<file path="src/design/hsd_pkg.sv">
// ----------------------------------------------------------------------------
// hsd_pkg
// Shared types, widths, length limits and helper functions for the Hamming SEC decoder.
// ----------------------------------------------------------------------------
package hsd_pkg;

  localparam int unsigned MaxCodeBits = 64;
  localparam int unsigned CwWidth     = MaxCodeBits;
  localparam int unsigned LenWidth    = 7;
  localparam int unsigned DataWidth   = 57;
  localparam int unsigned CountWidth  = 6;
  localparam int unsigned SynWidth    = 6;

  localparam logic [LenWidth-1:0] MinLen = LenWidth'(3);
  localparam logic [LenWidth-1:0] MaxLen = LenWidth'(MaxCodeBits);

  typedef struct packed {
    logic [CwWidth-1:0]  codeword;
    logic [LenWidth-1:0] code_length;
  } in_item_t;

  typedef struct packed {
    logic [DataWidth-1:0]  data_value;
    logic [CountWidth-1:0] data_count;
    logic                  error_found;
    logic [SynWidth-1:0]   error_position;
    logic                  uncorrectable;
  } out_item_t;

  // Positions (one-based) covered by check bit bit_idx.
  function automatic logic [CwWidth-1:0] check_mask(input int unsigned bit_idx);
    logic [CwWidth-1:0] m;
    m = '0;
    for (int unsigned p = 1; p <= CwWidth; p++) begin
      m[p-1] = ((p >> bit_idx) & 1) != 0;
    end
    return m;
  endfunction

  // Data positions of a full-length word, first data bit at the MSB.
  function automatic logic [DataWidth-1:0] gather_data(input logic [CwWidth-1:0] word);
    logic [DataWidth-1:0] d;
    logic [6:0]           idx;
    d   = '0;
    idx = 7'(DataWidth);
    for (int unsigned p = 1; p <= CwWidth; p++) begin
      if ((p & (p - 1)) != 0) begin
        idx             = idx - 7'd1;
        d[idx[5:0]]     = word[p-1];
      end
    end
    return d;
  endfunction

endpackage

</file>
<file path="src/design/hamming_sec_decoder.sv">
// ----------------------------------------------------------------------------
// hamming_sec_decoder
// Single-error-correcting Hamming decoder for codewords of 3 to 64 bits.
// ----------------------------------------------------------------------------
// One codeword per item; bit 0 of the codeword is position 1 and bits at or
// above code_length are ignored (lengths below 3 act as 3, above 64 as 64).
// Check bit i covers every position whose number has bit i set and exists
// only while 2^i is below the length; odd_parity inverts every check bit.
// A nonzero syndrome names the bit to flip; a syndrome beyond the length
// sets uncorrectable and nothing is flipped. Data bits are the non-power-of-
// two positions in ascending order, first one most significant, right
// aligned in data_value. Throughput is one item per clock while out_ready_i
// does not stall the output. Between input accept and result valid lie an
// input register, then the syndrome tree, correction and data alignment
// shifter, then the result register. Both registers stall independently,
// so a new item is taken while a finished result waits. The configuration
// channel is always ready and must only be written while no item is in flight.
// ----------------------------------------------------------------------------
module hamming_sec_decoder
  import hsd_pkg::*;
(
  input  logic      clk_i,
  input  logic      rst_ni,
  // configuration write
  input  logic      cfg_valid_i,
  output logic      cfg_ready_o,
  input  logic      cfg_data_i,
  // input items
  input  logic      in_valid_i,
  output logic      in_ready_o,
  input  in_item_t  in_data_i,
  // result items
  output logic      out_valid_o,
  input  logic      out_ready_i,
  output out_item_t out_data_o
);

  // --------------------------------------------------------------------------
  // Configuration register
  // --------------------------------------------------------------------------
  logic odd_parity_q;

  assign cfg_ready_o = 1'b1;

  always_ff @(posedge clk_i or negedge rst_ni) begin
    if (!rst_ni) begin
      odd_parity_q <= 1'b0;
    end else if (cfg_valid_i && cfg_ready_o) begin
      odd_parity_q <= cfg_data_i;
    end
  end

  // --------------------------------------------------------------------------
  // Handshake: each stage advances when its successor has room
  // --------------------------------------------------------------------------
  logic s1_valid_q;
  logic out_valid_q;
  logic out_room;
  logic s1_room;

  assign out_room   = !out_valid_q || out_ready_i;
  assign s1_room    = !s1_valid_q || out_room;
  assign in_ready_o = s1_room;

  // --------------------------------------------------------------------------
  // Input stage: clamp the length and clear bits beyond it
  // --------------------------------------------------------------------------
  logic [LenWidth-1:0] len_clamped;
  logic [CwWidth-1:0]  word_masked;
  logic [CwWidth-1:0]  s1_word_q;
  logic [LenWidth-1:0] s1_len_q;

  always_comb begin
    priority if (in_data_i.code_length < MinLen) begin
      len_clamped = MinLen;
    end else if (in_data_i.code_length > MaxLen) begin
      len_clamped = MaxLen;
    end else begin
      len_clamped = in_data_i.code_length;
    end
    // shift by the full width yields zero, so a 64-bit length keeps all bits
    word_masked = in_data_i.codeword & ~({CwWidth{1'b1}} << len_clamped);
  end

  always_ff @(posedge clk_i or negedge rst_ni) begin
    if (!rst_ni) begin
      s1_valid_q <= 1'b0;
    end else if (s1_room) begin
      s1_valid_q <= in_valid_i;
    end
  end

  always_ff @(posedge clk_i) begin
    if (in_valid_i && s1_room) begin
      s1_word_q <= word_masked;
      s1_len_q  <= len_clamped;
    end
  end

  // --------------------------------------------------------------------------
  // Decode: syndrome, correction, data alignment
  // --------------------------------------------------------------------------
  logic [SynWidth-1:0]   syn;
  logic                  beyond_len;
  logic [CwWidth-1:0]    flip_vec;
  logic [CwWidth-1:0]    word_fixed;
  logic [LenWidth-1:0]   pow2_count;
  logic [CountWidth-1:0] data_count;
  logic [CountWidth-1:0] align_shift;
  out_item_t             out_d;
  out_item_t             out_data_q;

  always_comb begin
    // check bit i exists only while 2^i lies below the length
    for (int unsigned i = 0; i < SynWidth; i++) begin
      if (LenWidth'(1 << i) < s1_len_q) begin
        syn[i] = (^(s1_word_q & check_mask(i))) ^ odd_parity_q;
      end else begin
        syn[i] = 1'b0;
      end
    end

    beyond_len = LenWidth'(syn) > s1_len_q;

    if ((syn != '0) && !beyond_len) begin
      flip_vec = CwWidth'(1) << (syn - SynWidth'(1));
    end else begin
      flip_vec = '0;
    end
    word_fixed = s1_word_q ^ flip_vec;

    // powers of two up to the length: floor(log2(len)) + 1
    priority if (s1_len_q >= LenWidth'(64)) begin
      pow2_count = LenWidth'(7);
    end else if (s1_len_q >= LenWidth'(32)) begin
      pow2_count = LenWidth'(6);
    end else if (s1_len_q >= LenWidth'(16)) begin
      pow2_count = LenWidth'(5);
    end else if (s1_len_q >= LenWidth'(8)) begin
      pow2_count = LenWidth'(4);
    end else if (s1_len_q >= LenWidth'(4)) begin
      pow2_count = LenWidth'(3);
    end else begin
      pow2_count = LenWidth'(2);
    end

    data_count  = CountWidth'(s1_len_q - pow2_count);
    align_shift = CountWidth'(DataWidth) - data_count;

    out_d.data_value     = gather_data(word_fixed) >> align_shift;
    out_d.data_count     = data_count;
    out_d.error_found    = syn != '0;
    out_d.error_position = syn;
    out_d.uncorrectable  = beyond_len;
  end

  // --------------------------------------------------------------------------
  // Result register
  // --------------------------------------------------------------------------
  always_ff @(posedge clk_i or negedge rst_ni) begin
    if (!rst_ni) begin
      out_valid_q <= 1'b0;
    end else if (out_room) begin
      out_valid_q <= s1_valid_q;
    end
  end

  always_ff @(posedge clk_i) begin
    if (s1_valid_q && out_room) begin
      out_data_q <= out_d;
    end
  end

  assign out_valid_o = out_valid_q;
  assign out_data_o  = out_data_q;

endmodule

</file>
<file path="config.mk">
export PLATFORM = sky130hd
export DESIGN_NAME = hamming_sec_decoder
export DESIGN_NICKNAME = d
export VERILOG_FILES = /design/src/design/hsd_pkg.sv /design/src/design/hamming_sec_decoder.sv
export SDC_FILE = /design/constraint.sdc
export NUM_CORES = 1
export LEC_CHECK = 0
export BUFFER_PORTS_ARGS = -buffer_cell sky130_fd_sc_hd__buf_2
export CORE_MARGIN = 2
export CORE_UTILIZATION = 50
export CTS_CLUSTER_SIZE = 10
export DETAILED_ROUTE_END_ITERATION = 6
export GPL_ROUTABILITY_DRIVEN = 0
export PLACE_DENSITY = 0.7
export SLEW_MARGIN = 20
export SYNTH_ARGS = -nofsm -noshare
export SYNTH_HDL_FRONTEND = slang
export SYNTH_SLANG_ARGS = --single-unit
</file>
<file path="constraint.sdc">
create_clock -name clk_i -period 5 [get_ports clk_i]
set_input_delay 0.25 -clock clk_i [delete_from_list [all_inputs] [get_ports clk_i]]
set_output_delay 0.25 -clock clk_i [all_outputs]
set_load 0.02 [all_outputs]
</file>
Word-level counts from Yosys, hierarchy flattened
Index checks and enable logic that the tools add are counted.
{ "word_totals": {"word_cells": 68, "out_inout_bits": 74, "ff_bits": 144, "in_bits": 77} }
{ "classes": {"n_lt_le_gt_ge": 14, "n_shift": 3, "n_bitwise": 9, "reduce_logical": 15, "n_addsub": 3, "n_mux": 14} }
{ "op_table": {"columns": ["cell", "n"], "rows": [
  ["64-bit parity", 6],
  ["64-bit by 7-bit left shift with 63-bit output, first input constant", 1],
  ["63-bit bitwise AND", 1],
  ["63-bit two-way mux", 1],
  ["63-bit NOT", 1],
  ["1-bit by 6-bit left shift with 63-bit output, first input constant", 1],
  ["63-bit XOR", 1],
  ["57-bit by 6-bit >> shifter with 57-bit output", 1],
  ["6-bit two-way mux", 4],
  ["7-bit two-way mux", 2],
  ["7-bit by 3-bit greater-or-equal comparator with 1-bit output, second input constant", 1],
  ["7-bit by 4-bit greater-or-equal comparator with 1-bit output, second input constant", 1],
  ["7-bit by 5-bit greater-or-equal comparator with 1-bit output, second input constant", 1],
  ["7-bit by 6-bit greater-or-equal comparator with 1-bit output, second input constant", 1],
  ["7-bit greater-or-equal comparator, second input constant", 1],
  ["6-bit by 7-bit greater-than comparator with 1-bit output", 1],
  ["7-bit greater-than comparator, second input constant", 1],
  ["1-bit by 7-bit less-than comparator with 1-bit output, first input constant", 1],
  ["2-bit by 7-bit less-than comparator with 1-bit output, first input constant", 1],
  ["3-bit by 7-bit less-than comparator with 1-bit output, first input constant", 1],
  ["4-bit by 7-bit less-than comparator with 1-bit output, first input constant", 1],
  ["5-bit by 7-bit less-than comparator with 1-bit output, first input constant", 1],
  ["6-bit by 7-bit less-than comparator with 1-bit output, first input constant", 1],
  ["7-bit by 2-bit less-than comparator with 1-bit output, second input constant", 1],
  ["9 further kinds", 25]
]} }

Logic depth before layout (Yosys ltp)
{ "logic_depth": {"word_depth": 9, "mapped_depth": 25} }

Least setup slack after synthesis
OpenSTA, ideal clock, no wires.
{ "synth_timing": {"path_type": "reg-to-reg", "start": "register s1_word_q[62]", "end": "register out_data_q (netlist bit out_data_o[41]) (data pin)", "slack_ns": -0.260, "synth_period_minus_slack_ns": 5.260, "path_stages_with_launch": 21, "t_arrival_ns": 5.102, "path_cell_list": "edfxtp_1 xnor2_1 xnor3_2 xnor2_4 xnor2_2 xnor2_1 or2_2 clkbuf_1 inv_1 ha_1 inv_1 a311oi_4 a32oi_4 a21o_1 or4_4 and2_1 mux4_2 a21oi_1 a22oi_1 and2_1 a211oi_2"} }
{ "synth_rtl": {"columns": ["element", "line_no", "rtl"], "rows": [
  ["start, declared", "hamming_sec_decoder.sv:70", "logic [CwWidth-1:0] s1_word_q;"],
  ["start signal, assigned", "hamming_sec_decoder.sv:95", "s1_word_q <= word_masked;"],
  ["end signal, assigned", "hamming_sec_decoder.sv:170", "out_data_q <= out_d;"],
  ["end, declared", "hamming_sec_decoder.sv:111", "out_item_t out_data_q;"]
]} }

==> run metrics <==
GRT Total Usage 30.7%; Area Growth Syn to Fin 34.2%; first-pass GRT wire length 61500 um; CTS tree done; Final WS setup -206 ps; average cell area after synthesis 10.2 um^2; total die area around 0.026 mm^2; crit path time final 5210 ps; Setup TNS Final -5160 ps; io pins 151; arrival time of the worst setup path about 5500 ps; sequential cell area fraction in the yosys report 34.8%; Mapped Area between 0.01 and 0.015 mm^2; Leakage about 6.5 nW; ys flop type edfxtp_1; number of global-route vias before repair 11077; Hold Path Depth 2; Mapped Nets 1303; MaxCap Viol Count 0; initial antenna violation count 0; CTS Buffer Depth 2; Fin Hold WS 11.9 ps; maximum vdd drop about 0.56 mV; clk root buf clkbuf_16; Non-Filler Instances 1864; required time worst endpoint 5300 ps; Die X 161 um; Clock Sinks between 100 and 150; mux contribution to synthesized area 15.1%; post-DP HPWL 30700 um; Cells after Synth 1218; final antenna-violating net count 0; PD cells about 750 mW/mm^2; largest family of logic cells by synthesized area compound AO/OA/AOI/OAI gates; Post-synth EDFFs approximately 140; CORE AREA 0.0243 mm^2; Synth Area in Compound Gates 15.6%; Seq cells post-synth 144; placed insts 1804; type of the worst min-delay path in -> reg; Post-Synth XOR/XNOR Area 14.6%; failing checks negative setup slack; Worst setup EP type register; Pwr Total 12.5 mW; Worst Tran Pin Value 907 ps; fin nets between 1500 and 2000; wirelength, routed 41500 um; RSZ-0062 raised after global routing yes; DR iter-0 viols 1318; Post-route DRC 0; post-layout util 68.4%; pin count of the biggest net entering global routing between 70 and 80; share of post-route cells with drive strength above 1 43.2%; crit start category register; Post-Route Skew 10.1 ps; TritonRoute pass-1 iters 6; Distinct cells, synth between 80 and 90; Final Cell Area 0.0166 mm^2; dpl cell area 0.0148 mm^2; Warnings, synthesis 0; Synth Area in Adders 0.868%; slew margin rel. 39.3%; FF+latch area 0.00431 mm^2; Fmax between 150 and 200 MHz; port buffer count 148; final slew viol count 0; final period utilization 104%; Initial Util 51.0%; Synth Area in Simple Gates 15.2%; Worst R2R Path Depth 17; Ant. Diodes 0; Max H-tree Level 4; post-DR wirelength/cell around 22 um; CTS Buf Count 17; vias per cell 6.32; pre-CTS setup slack -577 ps; Die Ht around 160 um; Worst Path Max Fanout 7; outcome complete, but fails checks; area occupied by multi-input gates 0.00863 mm^2; final setup vio count 46; clk_lat worst skew 430 ps; Rows 57; grt ovf 0; Hold Violations, Final 0; clk slew on worst S/H paths 60 ps; WS Path Type reg -> reg; DR vias approximately 12000; asr flop ratio synth around 2.1%; FILL cells 1719
[state kept, by name, summed over array words and instances (netlist names)]
register	count
out_data_o	71
s1_word_q	63
out_valid_o	1
s1_len_q	7
odd_parity_q	1
s1_valid_q	1
[worst max-delay path, stage by stage, from the launching register on]
cell and delay [ps]:
edfxtp_1 460, xor2_1 190, xnor3_1 460, xnor2_2 180, buf_4 150, buf_4 140, xnor3_1 380, and2_1 210
a2111oi_4 400, a32oi_4 210, nand2_4 160, inv_8 60, or4_4 510, and2_4 200, mux4_2 550, mux4_2 540
o21ai_2 140, a22o_1 140
[cells in the final DEF (no fill, tap or decap), drive strengths merged, types with 20 or more instances in the layout]
master,instances
a21boi,22
a21oi,56
and2,28
buf,376
edfxtp,141
inv,33
mux2,20
mux2i,44
mux4,53
nand2,108
nand3,34
nor2,92
nor3,32
o21ai,37
xnor2,118
xor2,45
[cell type report]
| cell class | count | area share (%) |
|---|---|---|
| Tap cell | 324 | 2.44 |
| Clock buffer | 19 | 2.60 |
| Timing Repair Buffer | 380 | 15.6 |
| Clock inverter | 13 | 0.827 |
| Inverter | 32 | 0.782 |
| Multi-Input combinational cell | 952 | 51.9 |
| Sequential cell | 144 | 25.9 |
[layer usage]
metal  share of wire, %  global-route usage (%)
met3                9.7                    4.37
met4                5.9                    17.5
met5                  0                       0
met1                 37                    39.3
met2                 47                    50.0
[repair_timing]
item / CTS / global route
pin swaps: 32 / 42
hold endpoints to repair: 6 / 0
resized for setup: 93 / 109
setup endpoints to repair: 56 / 53
buffers inserted: 14 / 11
hold buffers: 4 / 0
[Yosys cell counts (all sizes together), types with 15 or more instances]
cell / count / area, um^2
xnor3: 15 / 339
buf: 23 / 110
nand3: 34 / 170
xnor2: 118 / 1070
mux4: 53 / 1190
inv: 31 / 116
nand2: 108 / 413
o21ai: 37 / 185
mux2: 20 / 229
a21oi: 56 / 284
edfxtp: 141 / 4230
clkbuf: 67 / 251
xor2: 45 / 394
o211ai: 15 / 113
nor2: 92 / 345
and2: 28 / 178
o221ai: 15 / 131
mux2i: 44 / 453
nor3: 32 / 165
a21boi: 22 / 165
[final timing paths]
kind / from / endpoint / slack, ps
worst max-delay path: s1_word_q[38]$_DFFE_PP_ / out_data_o[38]$_DFFE_PP_ / -210
worst min-delay path: in_valid_i / s1_valid_q$_DFFE_PN0N_ / 10
worst max register to register: s1_word_q[38]$_DFFE_PP_ / out_data_o[38]$_DFFE_PP_ / -210
worst min register to register: s1_valid_q$_DFFE_PN0N_ / out_valid_o$_DFFE_PN0P_ / 510
max in group asynchronous: rst_ni / odd_parity_q$_DFFE_PN0P_ / 4750
min in group asynchronous: rst_ni / s1_valid_q$_DFFE_PN0N_ / 150
[cell families (layout without fill, tap and decap cells)]
kind of cell	Yosys count	count (layout)
AND/OR/NAND/NOR	384	384
multiplexers	117	117
other	1	1
buffers and inverters	122	444
XOR/XNOR	178	178
adder cells (fa/ha/maj)	8	8
flip-flops	144	144
AO/OA/AOI/OAI	264	264
[report_power, final]
part	internal, mW	switching (mW)
Combinational	4.13	5.30
Sequential	1.70	0.0854
Clock	0.734	0.524
Total	6.57	5.90
Power figures use the tool's default switching activity.
